**src/bcl_pkg.sv**
```systemverilog
// ----------------------------------------------------------------------------
// Button change lockout: shared package
// Types, codes, register indexes and reset values used by every file of the
// button change qualifier.
// ----------------------------------------------------------------------------
package bcl_pkg;

    // Default sizing of the button table.
    localparam int NUM_BUTTONS_DEF = 16;
    localparam int COUNT_BITS_DEF  = 16;

    // Fixed widths of the request and result fields.
    localparam int PIN_W    = 4;
    localparam int MASK_W   = 16;
    localparam int TIME_W   = 32;
    localparam int CHANGE_W = 16;
    localparam int REG_IDX_W = 2;

    // Register reset values.
    localparam logic [MASK_W-1:0] LOCKOUT_RST = 16'd100;
    localparam logic [MASK_W-1:0] REVERSED_RST = 16'h0000;
    localparam logic [MASK_W-1:0] ENABLED_RST = 16'hFFFF;
    localparam logic [PIN_W-1:0]  PARK_PIN_RST = 4'd0;

    // Request commands.
    localparam logic CMD_SNAPSHOT = 1'b0;
    localparam logic CMD_EVENT    = 1'b1;

    // Configuration register indexes.
    typedef enum logic [REG_IDX_W-1:0] {
        REG_LOCKOUT  = 2'd0,
        REG_REVERSED = 2'd1,
        REG_ENABLED  = 2'd2,
        REG_PARK_PIN = 2'd3
    } reg_idx_t;

    // Configuration as seen by the core.
    typedef struct packed {
        logic [MASK_W-1:0] lockout_ms;
        logic [MASK_W-1:0] reversed_mask;
        logic [MASK_W-1:0] enabled_mask;
        logic [PIN_W-1:0]  park_pin;
    } cfg_t;

    // Sequencer states.
    typedef enum logic [1:0] {
        ST_IDLE,
        ST_EV_CHECK,
        ST_SCAN,
        ST_SNAP_WR
    } state_t;

    // Address width of a table of n entries, at least one bit.
    function automatic int addr_bits(input int n);
        addr_bits = (n > 1) ? $clog2(n) : 1;
    endfunction

endpackage

```
**src/bcl_ram.sv**
```systemverilog
// ----------------------------------------------------------------------------
// Generic single-port-write RAM
// One write port and one read port, read data registered.
// ----------------------------------------------------------------------------
module bcl_ram #(
    parameter int WIDTH = 8,
    parameter int DEPTH = 16
) (
    input  logic                                   clk,
    input  logic                                   wr_en,
    input  logic [bcl_pkg::addr_bits(DEPTH)-1:0]   wr_addr,
    input  logic [WIDTH-1:0]                       wr_data,
    input  logic                                   rd_en,
    input  logic [bcl_pkg::addr_bits(DEPTH)-1:0]   rd_addr,
    output logic [WIDTH-1:0]                       rd_data
);

    logic [WIDTH-1:0] mem [DEPTH];
    logic [WIDTH-1:0] rd_data_reg;

    // Storage write and registered read.
    always_ff @(posedge clk)
    begin
        if (wr_en)
        begin
            mem[wr_addr] <= wr_data;
        end
        if (rd_en)
        begin
            rd_data_reg <= mem[rd_addr];
        end
    end

    assign rd_data = rd_data_reg;

endmodule

```
**src/bcl_cfg.sv**
```systemverilog
// ----------------------------------------------------------------------------
// Button change lockout: configuration registers
// Holds lockout time, polarity mask, enable mask and park pin.
// ----------------------------------------------------------------------------
module bcl_cfg (
    input  logic                            clk,
    input  logic                            rst_n,
    input  logic                            start,
    input  logic                            busy,
    input  logic                            cfg_valid,
    output logic                            cfg_ready,
    input  logic [bcl_pkg::REG_IDX_W-1:0]   cfg_index,
    input  logic [bcl_pkg::MASK_W-1:0]      cfg_data,
    output bcl_pkg::cfg_t                   cfg
);

    bcl_pkg::cfg_t cfg_reg;
    bcl_pkg::cfg_t cfg_next;

    // Writes are taken only while no request is in progress or on offer, so a
    // write never lands in the same cycle as a request.
    assign cfg_ready = ~busy & ~start;

    // Register write decode.
    always_comb
    begin
        cfg_next = cfg_reg;
        if (cfg_valid && cfg_ready)
        begin
            unique case (bcl_pkg::reg_idx_t'(cfg_index))
                bcl_pkg::REG_LOCKOUT:  cfg_next.lockout_ms    = cfg_data;
                bcl_pkg::REG_REVERSED: cfg_next.reversed_mask = cfg_data;
                bcl_pkg::REG_ENABLED:  cfg_next.enabled_mask  = cfg_data;
                bcl_pkg::REG_PARK_PIN: cfg_next.park_pin      = cfg_data[bcl_pkg::PIN_W-1:0];
                default:               cfg_next = cfg_reg;
            endcase
        end
    end

    always_ff @(posedge clk or negedge rst_n)
    begin
        if (!rst_n)
        begin
            cfg_reg.lockout_ms    <= bcl_pkg::LOCKOUT_RST;
            cfg_reg.reversed_mask <= bcl_pkg::REVERSED_RST;
            cfg_reg.enabled_mask  <= bcl_pkg::ENABLED_RST;
            cfg_reg.park_pin      <= bcl_pkg::PARK_PIN_RST;
        end
        else
        begin
            cfg_reg <= cfg_next;
        end
    end

    assign cfg = cfg_reg;

endmodule

```
**src/bcl_core.sv**
```systemverilog
// ----------------------------------------------------------------------------
// Button change lockout: core sequencer
// Reads a button entry from the state RAM, qualifies or loads the new level,
// writes the entry back and issues the result.
// ----------------------------------------------------------------------------
module bcl_core #(
    parameter int NUM_BUTTONS = bcl_pkg::NUM_BUTTONS_DEF,
    parameter int COUNT_BITS  = bcl_pkg::COUNT_BITS_DEF
) (
    input  logic                            clk,
    input  logic                            rst_n,
    input  bcl_pkg::cfg_t                   cfg,
    input  logic                            start,
    output logic                            busy,
    input  logic                            command,
    input  logic [bcl_pkg::PIN_W-1:0]       pin,
    input  logic                            level,
    input  logic [bcl_pkg::MASK_W-1:0]      pin_levels,
    input  logic [bcl_pkg::TIME_W-1:0]      time_ms,
    output logic                            done,
    output logic [bcl_pkg::PIN_W-1:0]       button,
    output logic                            pressed,
    output logic                            button_level,
    output logic [bcl_pkg::CHANGE_W-1:0]    changes,
    output logic                            park_led,
    output logic                            last
);

    localparam int AW = bcl_pkg::addr_bits(NUM_BUTTONS);
    localparam int W  = 1 + COUNT_BITS + bcl_pkg::TIME_W;

    bcl_pkg::state_t state_reg, state_next;

    logic [AW-1:0]                  idx_reg, idx_next;
    logic [bcl_pkg::MASK_W-1:0]     levels_reg;
    logic [bcl_pkg::TIME_W-1:0]     time_reg;
    logic                           ev_level_reg;
    logic [NUM_BUTTONS-1:0]         vld_reg;
    logic                           rd_vld_reg;
    logic                           park_led_reg;

    logic                           res_valid_reg;
    logic [bcl_pkg::PIN_W-1:0]      res_button_reg;
    logic                           res_pressed_reg;
    logic                           res_level_reg;
    logic [bcl_pkg::CHANGE_W-1:0]   res_changes_reg;
    logic                           res_park_reg;
    logic                           res_last_reg;

    logic                           accept;
    logic                           pin_ok;
    logic [NUM_BUTTONS-1:0]         btn_en;
    logic [NUM_BUTTONS-1:0]         above;
    logic                           idx_last;
    logic                           is_last;
    logic                           rd_en, wr_en, emit;
    logic [AW-1:0]                  rd_addr;
    logic [W-1:0]                   ram_q, rd_word, wr_data;
    logic                           rd_level;
    logic [COUNT_BITS-1:0]          rd_cnt, new_cnt;
    logic [bcl_pkg::TIME_W-1:0]     rd_stamp, elapsed;
    logic                           ev_ok;
    logic                           new_level;
    logic                           park_hit;
    logic                           park_now;
    logic                           last_flag;

    // Request decode in the idle state.
    assign busy   = (state_reg != bcl_pkg::ST_IDLE);
    assign accept = start && !busy;
    assign btn_en = cfg.enabled_mask[NUM_BUTTONS-1:0];
    assign pin_ok = ({1'b0, pin} < (bcl_pkg::PIN_W+1)'(NUM_BUTTONS)) && cfg.enabled_mask[pin];

    // Snapshot walk: end of table and last enabled button.
    assign idx_last = (idx_reg == AW'(NUM_BUTTONS - 1));
    always_comb
    begin
        for (int i = 0; i < NUM_BUTTONS; i++)
        begin
            above[i] = btn_en[i] && (AW'(i) > idx_reg);
        end
    end
    assign is_last = ~|above;

    // State RAM: {level, change count, stamp}; never-written entries read as zero.
    bcl_ram #(
        .WIDTH (W),
        .DEPTH (NUM_BUTTONS)
    ) u_state_ram (
        .clk     (clk),
        .wr_en   (wr_en),
        .wr_addr (idx_reg),
        .wr_data (wr_data),
        .rd_en   (rd_en),
        .rd_addr (rd_addr),
        .rd_data (ram_q)
    );

    assign rd_word  = rd_vld_reg ? ram_q : '0;
    assign rd_level = rd_word[W-1];
    assign rd_cnt   = rd_word[bcl_pkg::TIME_W +: COUNT_BITS];
    assign rd_stamp = rd_word[bcl_pkg::TIME_W-1:0];

    // Change qualification: level differs and lockout has strictly passed.
    assign elapsed = time_reg - rd_stamp;
    assign ev_ok   = (rd_level != ev_level_reg)
                     && (elapsed > {{(bcl_pkg::TIME_W-bcl_pkg::MASK_W){1'b0}}, cfg.lockout_ms});

    // Modified entry.
    assign new_level = (state_reg == bcl_pkg::ST_SNAP_WR) ? levels_reg[idx_reg] : ev_level_reg;
    assign new_cnt   = rd_cnt + 1'b1;
    assign wr_data   = {new_level, new_cnt, time_reg};
    assign park_hit  = (bcl_pkg::PIN_W'(idx_reg) == cfg.park_pin);
    assign park_now  = park_hit ? ~new_level : park_led_reg;
    assign last_flag = (state_reg == bcl_pkg::ST_EV_CHECK) ? 1'b1 : is_last;

    // Sequencer outputs: RAM access, result issue and walk index.
    always_comb
    begin
        rd_en    = 1'b0;
        rd_addr  = idx_reg;
        wr_en    = 1'b0;
        emit     = 1'b0;
        idx_next = idx_reg;
        unique case (state_reg)
            bcl_pkg::ST_IDLE:
            begin
                if (accept)
                begin
                    if (command == bcl_pkg::CMD_SNAPSHOT)
                    begin
                        idx_next = '0;
                    end
                    else
                    begin
                        idx_next = pin[AW-1:0];
                        rd_addr  = pin[AW-1:0];
                        rd_en    = pin_ok;
                    end
                end
            end
            bcl_pkg::ST_SCAN:
            begin
                if (btn_en[idx_reg])
                begin
                    rd_en = 1'b1;
                end
                else if (!idx_last)
                begin
                    idx_next = idx_reg + 1'b1;
                end
            end
            bcl_pkg::ST_EV_CHECK:
            begin
                wr_en = ev_ok;
                emit  = ev_ok;
            end
            bcl_pkg::ST_SNAP_WR:
            begin
                wr_en = 1'b1;
                emit  = 1'b1;
                if (!is_last)
                begin
                    idx_next = idx_reg + 1'b1;
                end
            end
            default:
            begin
                rd_en = 1'b0;
            end
        endcase
    end

    // Sequencer next state.
    always_comb
    begin
        state_next = state_reg;
        unique case (state_reg)
            bcl_pkg::ST_IDLE:
            begin
                if (accept)
                begin
                    if (command == bcl_pkg::CMD_SNAPSHOT)
                    begin
                        state_next = bcl_pkg::ST_SCAN;
                    end
                    else if (pin_ok)
                    begin
                        state_next = bcl_pkg::ST_EV_CHECK;
                    end
                end
            end
            bcl_pkg::ST_SCAN:
            begin
                if (btn_en[idx_reg])
                begin
                    state_next = bcl_pkg::ST_SNAP_WR;
                end
                else if (idx_last)
                begin
                    state_next = bcl_pkg::ST_IDLE;
                end
            end
            bcl_pkg::ST_EV_CHECK:
            begin
                state_next = bcl_pkg::ST_IDLE;
            end
            bcl_pkg::ST_SNAP_WR:
            begin
                state_next = is_last ? bcl_pkg::ST_IDLE : bcl_pkg::ST_SCAN;
            end
            default:
            begin
                state_next = bcl_pkg::ST_IDLE;
            end
        endcase
    end

    // Control registers.
    always_ff @(posedge clk or negedge rst_n)
    begin
        if (!rst_n)
        begin
            state_reg     <= bcl_pkg::ST_IDLE;
            idx_reg       <= '0;
            vld_reg       <= '0;
            rd_vld_reg    <= 1'b0;
            park_led_reg  <= 1'b0;
            res_valid_reg <= 1'b0;
        end
        else
        begin
            state_reg     <= state_next;
            idx_reg       <= idx_next;
            res_valid_reg <= emit;
            if (rd_en)
            begin
                rd_vld_reg <= vld_reg[rd_addr];
            end
            if (wr_en)
            begin
                vld_reg[idx_reg] <= 1'b1;
                park_led_reg     <= park_now;
            end
        end
    end

    // Request and result payload registers.
    always_ff @(posedge clk)
    begin
        if (accept)
        begin
            levels_reg   <= pin_levels;
            time_reg     <= time_ms;
            ev_level_reg <= level;
        end
        if (emit)
        begin
            res_button_reg  <= bcl_pkg::PIN_W'(idx_reg);
            res_pressed_reg <= (new_level == cfg.reversed_mask[idx_reg]);
            res_level_reg   <= new_level;
            res_changes_reg <= bcl_pkg::CHANGE_W'(new_cnt);
            res_park_reg    <= park_now;
            res_last_reg    <= last_flag;
        end
    end

    assign done         = res_valid_reg;
    assign button       = res_button_reg;
    assign pressed      = res_pressed_reg;
    assign button_level = res_level_reg;
    assign changes      = res_changes_reg;
    assign park_led     = res_park_reg;
    assign last         = res_last_reg;

endmodule

```
**src/button_change_lockout_debounce_top.sv**
```systemverilog
// ----------------------------------------------------------------------------
// Button change lockout debounce: top level
// Qualifies button changes from a 16-pin expander and reports button states.
// ----------------------------------------------------------------------------
// Usage:
// A request is taken at a clock edge with start high and busy low. command
// selects a full level snapshot (pin_levels, time_ms) or a single pin change
// event (pin, level, time_ms). Results appear on the result ports for one
// cycle each, marked by done; the receiver cannot stall them.
// A change event reads the button entry from the state RAM in its accept
// cycle; ST_EV_CHECK then qualifies it, writes it back and issues the
// result, which shows in the next cycle with last set. A rejected event
// gives no result; an event for a pin with no enabled button is dropped in
// its accept cycle. A snapshot walks the buttons from zero: a disabled
// button is skipped, an enabled one is read in ST_SCAN and written back in
// ST_SNAP_WR, and the walk stops after the last enabled button, or at the
// end of the table when none is enabled; the final result carries last.
// The state RAM read is registered. Configuration writes use
// cfg_valid/cfg_ready and are taken while busy and start are both low.
// Reset restores the register defaults and marks every RAM entry as
// cleared, so all buttons start with level, count and stamp at zero.
// ----------------------------------------------------------------------------
module button_change_lockout_debounce_top #(
    parameter int NUM_BUTTONS = bcl_pkg::NUM_BUTTONS_DEF,
    parameter int COUNT_BITS  = bcl_pkg::COUNT_BITS_DEF
) (
    input  logic                            clk,
    input  logic                            rst_n,
    input  logic                            cfg_valid,
    output logic                            cfg_ready,
    input  logic [bcl_pkg::REG_IDX_W-1:0]   cfg_index,
    input  logic [bcl_pkg::MASK_W-1:0]      cfg_data,
    input  logic                            start,
    output logic                            busy,
    input  logic                            command,
    input  logic [bcl_pkg::PIN_W-1:0]       pin,
    input  logic                            level,
    input  logic [bcl_pkg::MASK_W-1:0]      pin_levels,
    input  logic [bcl_pkg::TIME_W-1:0]      time_ms,
    output logic                            done,
    output logic [bcl_pkg::PIN_W-1:0]       button,
    output logic                            pressed,
    output logic                            button_level,
    output logic [bcl_pkg::CHANGE_W-1:0]    changes,
    output logic                            park_led,
    output logic                            last
);

    bcl_pkg::cfg_t cfg;

    // Configuration registers.
    bcl_cfg u_cfg (
        .clk       (clk),
        .rst_n     (rst_n),
        .start     (start),
        .busy      (busy),
        .cfg_valid (cfg_valid),
        .cfg_ready (cfg_ready),
        .cfg_index (cfg_index),
        .cfg_data  (cfg_data),
        .cfg       (cfg)
    );

    // Read-modify-write sequencer with the state RAM.
    bcl_core #(
        .NUM_BUTTONS (NUM_BUTTONS),
        .COUNT_BITS  (COUNT_BITS)
    ) u_core (
        .clk          (clk),
        .rst_n        (rst_n),
        .cfg          (cfg),
        .start        (start),
        .busy         (busy),
        .command      (command),
        .pin          (pin),
        .level        (level),
        .pin_levels   (pin_levels),
        .time_ms      (time_ms),
        .done         (done),
        .button       (button),
        .pressed      (pressed),
        .button_level (button_level),
        .changes      (changes),
        .park_led     (park_led),
        .last         (last)
    );

    // A snapshot request always occupies the sequencer.
    assert property (@(posedge clk) disable iff (!rst_n)
        (start && !busy && (command == bcl_pkg::CMD_SNAPSHOT)) |=> busy)
        else $error("snapshot request did not start the walk");

    // The final result of a request is issued once the sequencer is idle again.
    assert property (@(posedge clk) disable iff (!rst_n)
        (done && last) |-> !busy)
        else $error("final result issued while the sequencer is still busy");

    // Intermediate snapshot results only occur during a walk.
    assert property (@(posedge clk) disable iff (!rst_n)
        (done && !last) |-> busy)
        else $error("intermediate result issued outside a snapshot walk");

endmodule
```
**config.mk**
```make
export PLATFORM = sky130hd
export DESIGN_NAME = button_change_lockout_debounce_top
export DESIGN_NICKNAME = d
export VERILOG_FILES = /design/src/bcl_pkg.sv /design/src/bcl_ram.sv /design/src/bcl_cfg.sv /design/src/bcl_core.sv /design/src/button_change_lockout_debounce_top.sv
export SDC_FILE = /design/constraint.sdc
export NUM_CORES = 1
export LEC_CHECK = 0
export ABC_CLOCK_PERIOD_IN_PS = 8400
export BUFFER_PORTS_ARGS = -buffer_cell sky130_fd_sc_hd__clkbuf_2
export CAP_MARGIN = 30
export CORE_MARGIN = 2
export CORE_UTILIZATION = 35
export DETAILED_ROUTE_END_ITERATION = 10
export PLACE_DENSITY = 0.54
export SYNTH_ARGS = -nofsm -noshare
export SYNTH_HDL_FRONTEND = slang
export SYNTH_HIERARCHICAL = 1
export SYNTH_SLANG_ARGS = --single-unit
```
**constraint.sdc**
```tcl
create_clock -name clk -period 8.4 [get_ports clk]
set_input_delay 0 -clock clk [delete_from_list [all_inputs] [get_ports clk]]
set_output_delay 0 -clock clk [all_outputs]
set_load 0.005 [all_outputs]
```
==> load_flow_metrics.sql <==
INSERT INTO impl_metrics (metric_group, metric, value, unit) VALUES
('power_and_ir_drop', 'p_comb_share', '32.5', '%'),
('grt', 'grt_max_degree', '99', ''),
('placed_design', 'hpwlAfterDp', '54620', 'um'),
('yosys', 'most_used_flip_flop_cell_after_synthesis', 'sky130_fd_sc_hd__edfxtp_1', ''),
('routing', 'drtPass1Iterations', '5', ''),
('routing', 'routed_via_density', '5.326', ''),
('hold_path', 'min_delay_worst_endpoint', 'u_core/levels_reg[4]', ''),
('grt', 'grt_antenna_before_repair', '2', ''),
('cts', 'clock_sinks', '983', ''),
('grt', 'first_global_vias', '21880', ''),
('yosys', 'ys_types', '80', ''),
('floorplan', 'dieArea', '117000', 'um^2'),
('power_and_ir_drop', 'p_clk_share', '26.8', '%'),
('worst_setup_path', 'cp_max_fo', '33', ''),
('hold_path', 'hold_depth', '2', ''),
('cts', 'htree_levels', '3', ''),
('sta', 'grt_setup_unrepaired', 'false', ''),
('floorplan', 'start_util', '35.13', '%'),
('power_and_ir_drop', 'total_power_consumption', '16.70', 'mW'),
('placed_design', 'routabilityCongestion', '0.8819', ''),
('worst_setup_path', 'type_of_the_worst_setup_path', 'register to register', ''),
('sta', 'setup_tns', '0', 'ns'),
('sta', 'finalSetupViolations', '0', ''),
('floorplan', 'ios', '103', ''),
('placed_design', 'place_area', '42480', 'um^2'),
('outcome', 'result_of_the_run', 'finished, final reports clean', ''),
('power_and_ir_drop', 'net-switching-power', '5.434', 'mW'),
('placed_design', 'placement.io_buffers', '102', ''),
('grt', 'global_route_total_usage_across_every_layer', '16.44', '%'),
('layout', 'drive_above_1_share', '25.83', '%'),
('yosys', 'area_share_of_the_largest_cell_type_after_synthesis', '68.00', '%'),
('worst_setup_path', 'reg2reg_slack', '1.32', 'ns'),
('routing', 'drt_iter0_drc', '1861', ''),
('sta', 'layout_worst_path_cycle_share', '84.28', '%'),
('hold_path', 'worstHoldPathType', 'input pin to register', ''),
('cts', 'clk-insertion-delay-late', '0.68', 'ns'),
('power_and_ir_drop', 'swShare', '32.55', '%'),
('sta', 'period_needed', '7.079', 'ns'),
('yosys', 'synth_async_reset_ratio', '7.833', '%'),
('run', 'cap_viol_max_count', '0', ''),
('yosys', 'synth.most_common_cell', 'sky130_fd_sc_hd__edfxtp_1', ''),
('layout', 'diodes', '0', ''),
('sta', 'final-max-slew-violation-count', '0', ''),
('routing', 'wl_met3', '5155', 'um'),
('yosys', 'mappedNetlistArea', '40010', 'um^2'),
('routing', 'routedLengthMet1', '41680', 'um'),
('sta', 'achievable-frequency', '0.1413', 'GHz'),
('worst_setup_path', 'timing.critical_path.from_type', 'register', ''),
('layout', 'area_growth', '16.81', '%'),
('floorplan', 'die_y', '342.1', 'um'),
('worst_setup_path', 'worst_ep_arrival_time', '7.35', 'ns'),
('yosys', 'synth_area_per_inst', '19.09', 'um^2'),
('cts', 'cts_tree', 'built', ''),
('floorplan', 'std_cell_rows', '124', ''),
('routing', 'wl_per_cell', '24.32', 'um'),
('routing', 'detail-route-antenna-nets', '0', ''),
('power_and_ir_drop', 'worst_ir_drop_vdd', '0.1960', 'mV'),
('power_and_ir_drop', 'internal_power', '11.26', 'mW'),
('yosys', 'syn-num-nets', '2227', ''),
('yosys', 'synth-seq-cells', '983', ''),
('routing', 'detailed_route_wl', '95740', 'um'),
('worst_setup_path', 'regToRegEndpoint', 'u_core/u_state_ram/mem[2][16]', ''),
('routing', 'via_count', '20960', ''),
('yosys', 'number_of_flops_mapped_to_enable_cells_by_yosys', '906', ''),
('power_and_ir_drop', 'power.sequential.fraction', '40.8', '%'),
('cts', 'tritoncts.num_buffers', '102', ''),
('floorplan', 'chipWidth', '342.1', 'um'),
('worst_setup_path', 'r2r_cells', '21', ''),
('yosys', 'synth_sequential_area_ratio', '72.88', '%'),
('worst_setup_path', 'crit_required', '8.67', 'ns'),
('layout', 'stdcell_area', '46730', 'um^2');
[area by class of cell]
class	count	area [um^2]
clock buffers	131	2733
clock inverters	50	578.1
fillers	10140	67150
inverters	36	150.1
multi-input cells	980	10340
flip-flops and latches	983	29160
well taps	1512	1892
repair buffers	244	1874
[power groups by stage]
stage | Combinational [mW] | Clock (mW) | Sequential, mW
after global routing | 5.92 | 4.78 | 6.89
after CTS | 5.44 | 4.59 | 6.84
final | 5.42 | 4.47 | 6.81
after detailed placement | 5.39 | 0 | 6.94
after global placement | 5.33 | 0 | 6.91
after floorplan | 3.78 | 0 | 6.77
[timing repair]
item | CTS | global route
hold buffers | 85 | 1
endpoints found under the setup margin | 0 | 0
setup buffers | 0 | 0
hold endpoints to repair | 184 | 6
[worst max path at each step]
| stage | startpoint | endpoint | slack, ns |
|---|---|---|---|
| after CTS | u_core/rd_vld_reg | u_core/u_state_ram/mem[2][16] | 1.38 |
| after detailed placement | u_core/rd_vld_reg | u_core/u_state_ram/mem[3][5] | 1.44 |
| after global placement | u_core/rd_vld_reg | u_core/u_state_ram/mem[1][14] | 1.63 |
| after global routing | u_core/rd_vld_reg | u_core/u_state_ram/mem[2][16] | 1.00 |
| final | u_core/rd_vld_reg | u_core/u_state_ram/mem[2][16] | 1.32 |
| after floorplan | u_core/rd_vld_reg | u_core/u_state_ram/mem[4][0] | 0.03 |
[through the flow]
stage | util (%) | hold slack [ns] | instances | setup slack [ns]
after floorplan | - | -0.2956 | 2096 | 0.03122
after global placement | 37.28 | 0.1769 | 3662 | 1.628
after detailed placement | 37.30 | 0.1786 | 3665 | 1.438
after CTS | 40.96 | 0.0004811 | 3931 | 1.380
after global routing | 41.04 | 0.02367 | 3936 | 1.002
final | 41.04 | 0.04605 | 3936 | 1.321
[metal layers]
| metal | vias to the layer above | GRT usage (%) |
|---|---|---|
| li1 | 9068 | - |
| met1 | 11180 | 22.17 |
| met2 | 584 | 27.54 |
| met3 | 128 | 2.730 |
| met4 | 0 | 4.550 |
| met5 | - | 0 |
[cells by family after synthesis]
kind of cell / share of synthesized area (%)
AOI/OAI and AO/OA: 5.163
buffers and inverters: 1.704
xor gates and xnor gates: 0.8100
and+or+nand+nor: 3.765
adders and majority gates: 1.739
DFF: 72.88
muxes: 13.94
[placed cells by master, fill, tap and decap left out, types with 26 or more instances in the layout]
master	netlist	routed
sky130_fd_sc_hd__a21oi_1	53	53
sky130_fd_sc_hd__a22oi_1	101	101
sky130_fd_sc_hd__buf_4	10	50
sky130_fd_sc_hd__clkbuf_16	0	104
sky130_fd_sc_hd__clkbuf_2	0	101
sky130_fd_sc_hd__dfrtp_1	58	56
sky130_fd_sc_hd__dlygate4sd3_1	0	86
sky130_fd_sc_hd__edfxtp_1	906	906
sky130_fd_sc_hd__ha_1	54	54
sky130_fd_sc_hd__inv_1	35	33
sky130_fd_sc_hd__mux2_2	35	35
sky130_fd_sc_hd__mux4_2	209	209
sky130_fd_sc_hd__nand2_1	134	134
sky130_fd_sc_hd__nor2_1	62	49
sky130_fd_sc_hd__o21ai_0	26	26
sky130_fd_sc_hd__xnor2_1	27	26
[critical path, cell delays in order, from the launching register on]
cell and delay (ns):
sky130_fd_sc_hd__dfrtp_2 0.65, sky130_fd_sc_hd__and2_1 0.25, sky130_fd_sc_hd__ha_1 0.21, sky130_fd_sc_hd__fa_1 0.41, sky130_fd_sc_hd__nand2b_1 0.19, sky130_fd_sc_hd__a21o_1 0.18
sky130_fd_sc_hd__a21oi_1 0.45, sky130_fd_sc_hd__o211a_1 0.23, sky130_fd_sc_hd__nor2_1 0.06, sky130_fd_sc_hd__xnor2_1 0.16, sky130_fd_sc_hd__ha_1 0.33, sky130_fd_sc_hd__nand4_1 0.16
sky130_fd_sc_hd__a2111oi_0 0.50, sky130_fd_sc_hd__a211oi_1 0.10, sky130_fd_sc_hd__o22ai_1 0.18, sky130_fd_sc_hd__or4_1 0.16, sky130_fd_sc_hd__or4_4 0.13, sky130_fd_sc_hd__nor4_4 0.04
sky130_fd_sc_hd__a21oi_4 0.23, sky130_fd_sc_hd__or3b_2 0.60, sky130_fd_sc_hd__nor2_4 0.72, sky130_fd_sc_hd__buf_4 0.65
Power figures use the tool's default switching activity.
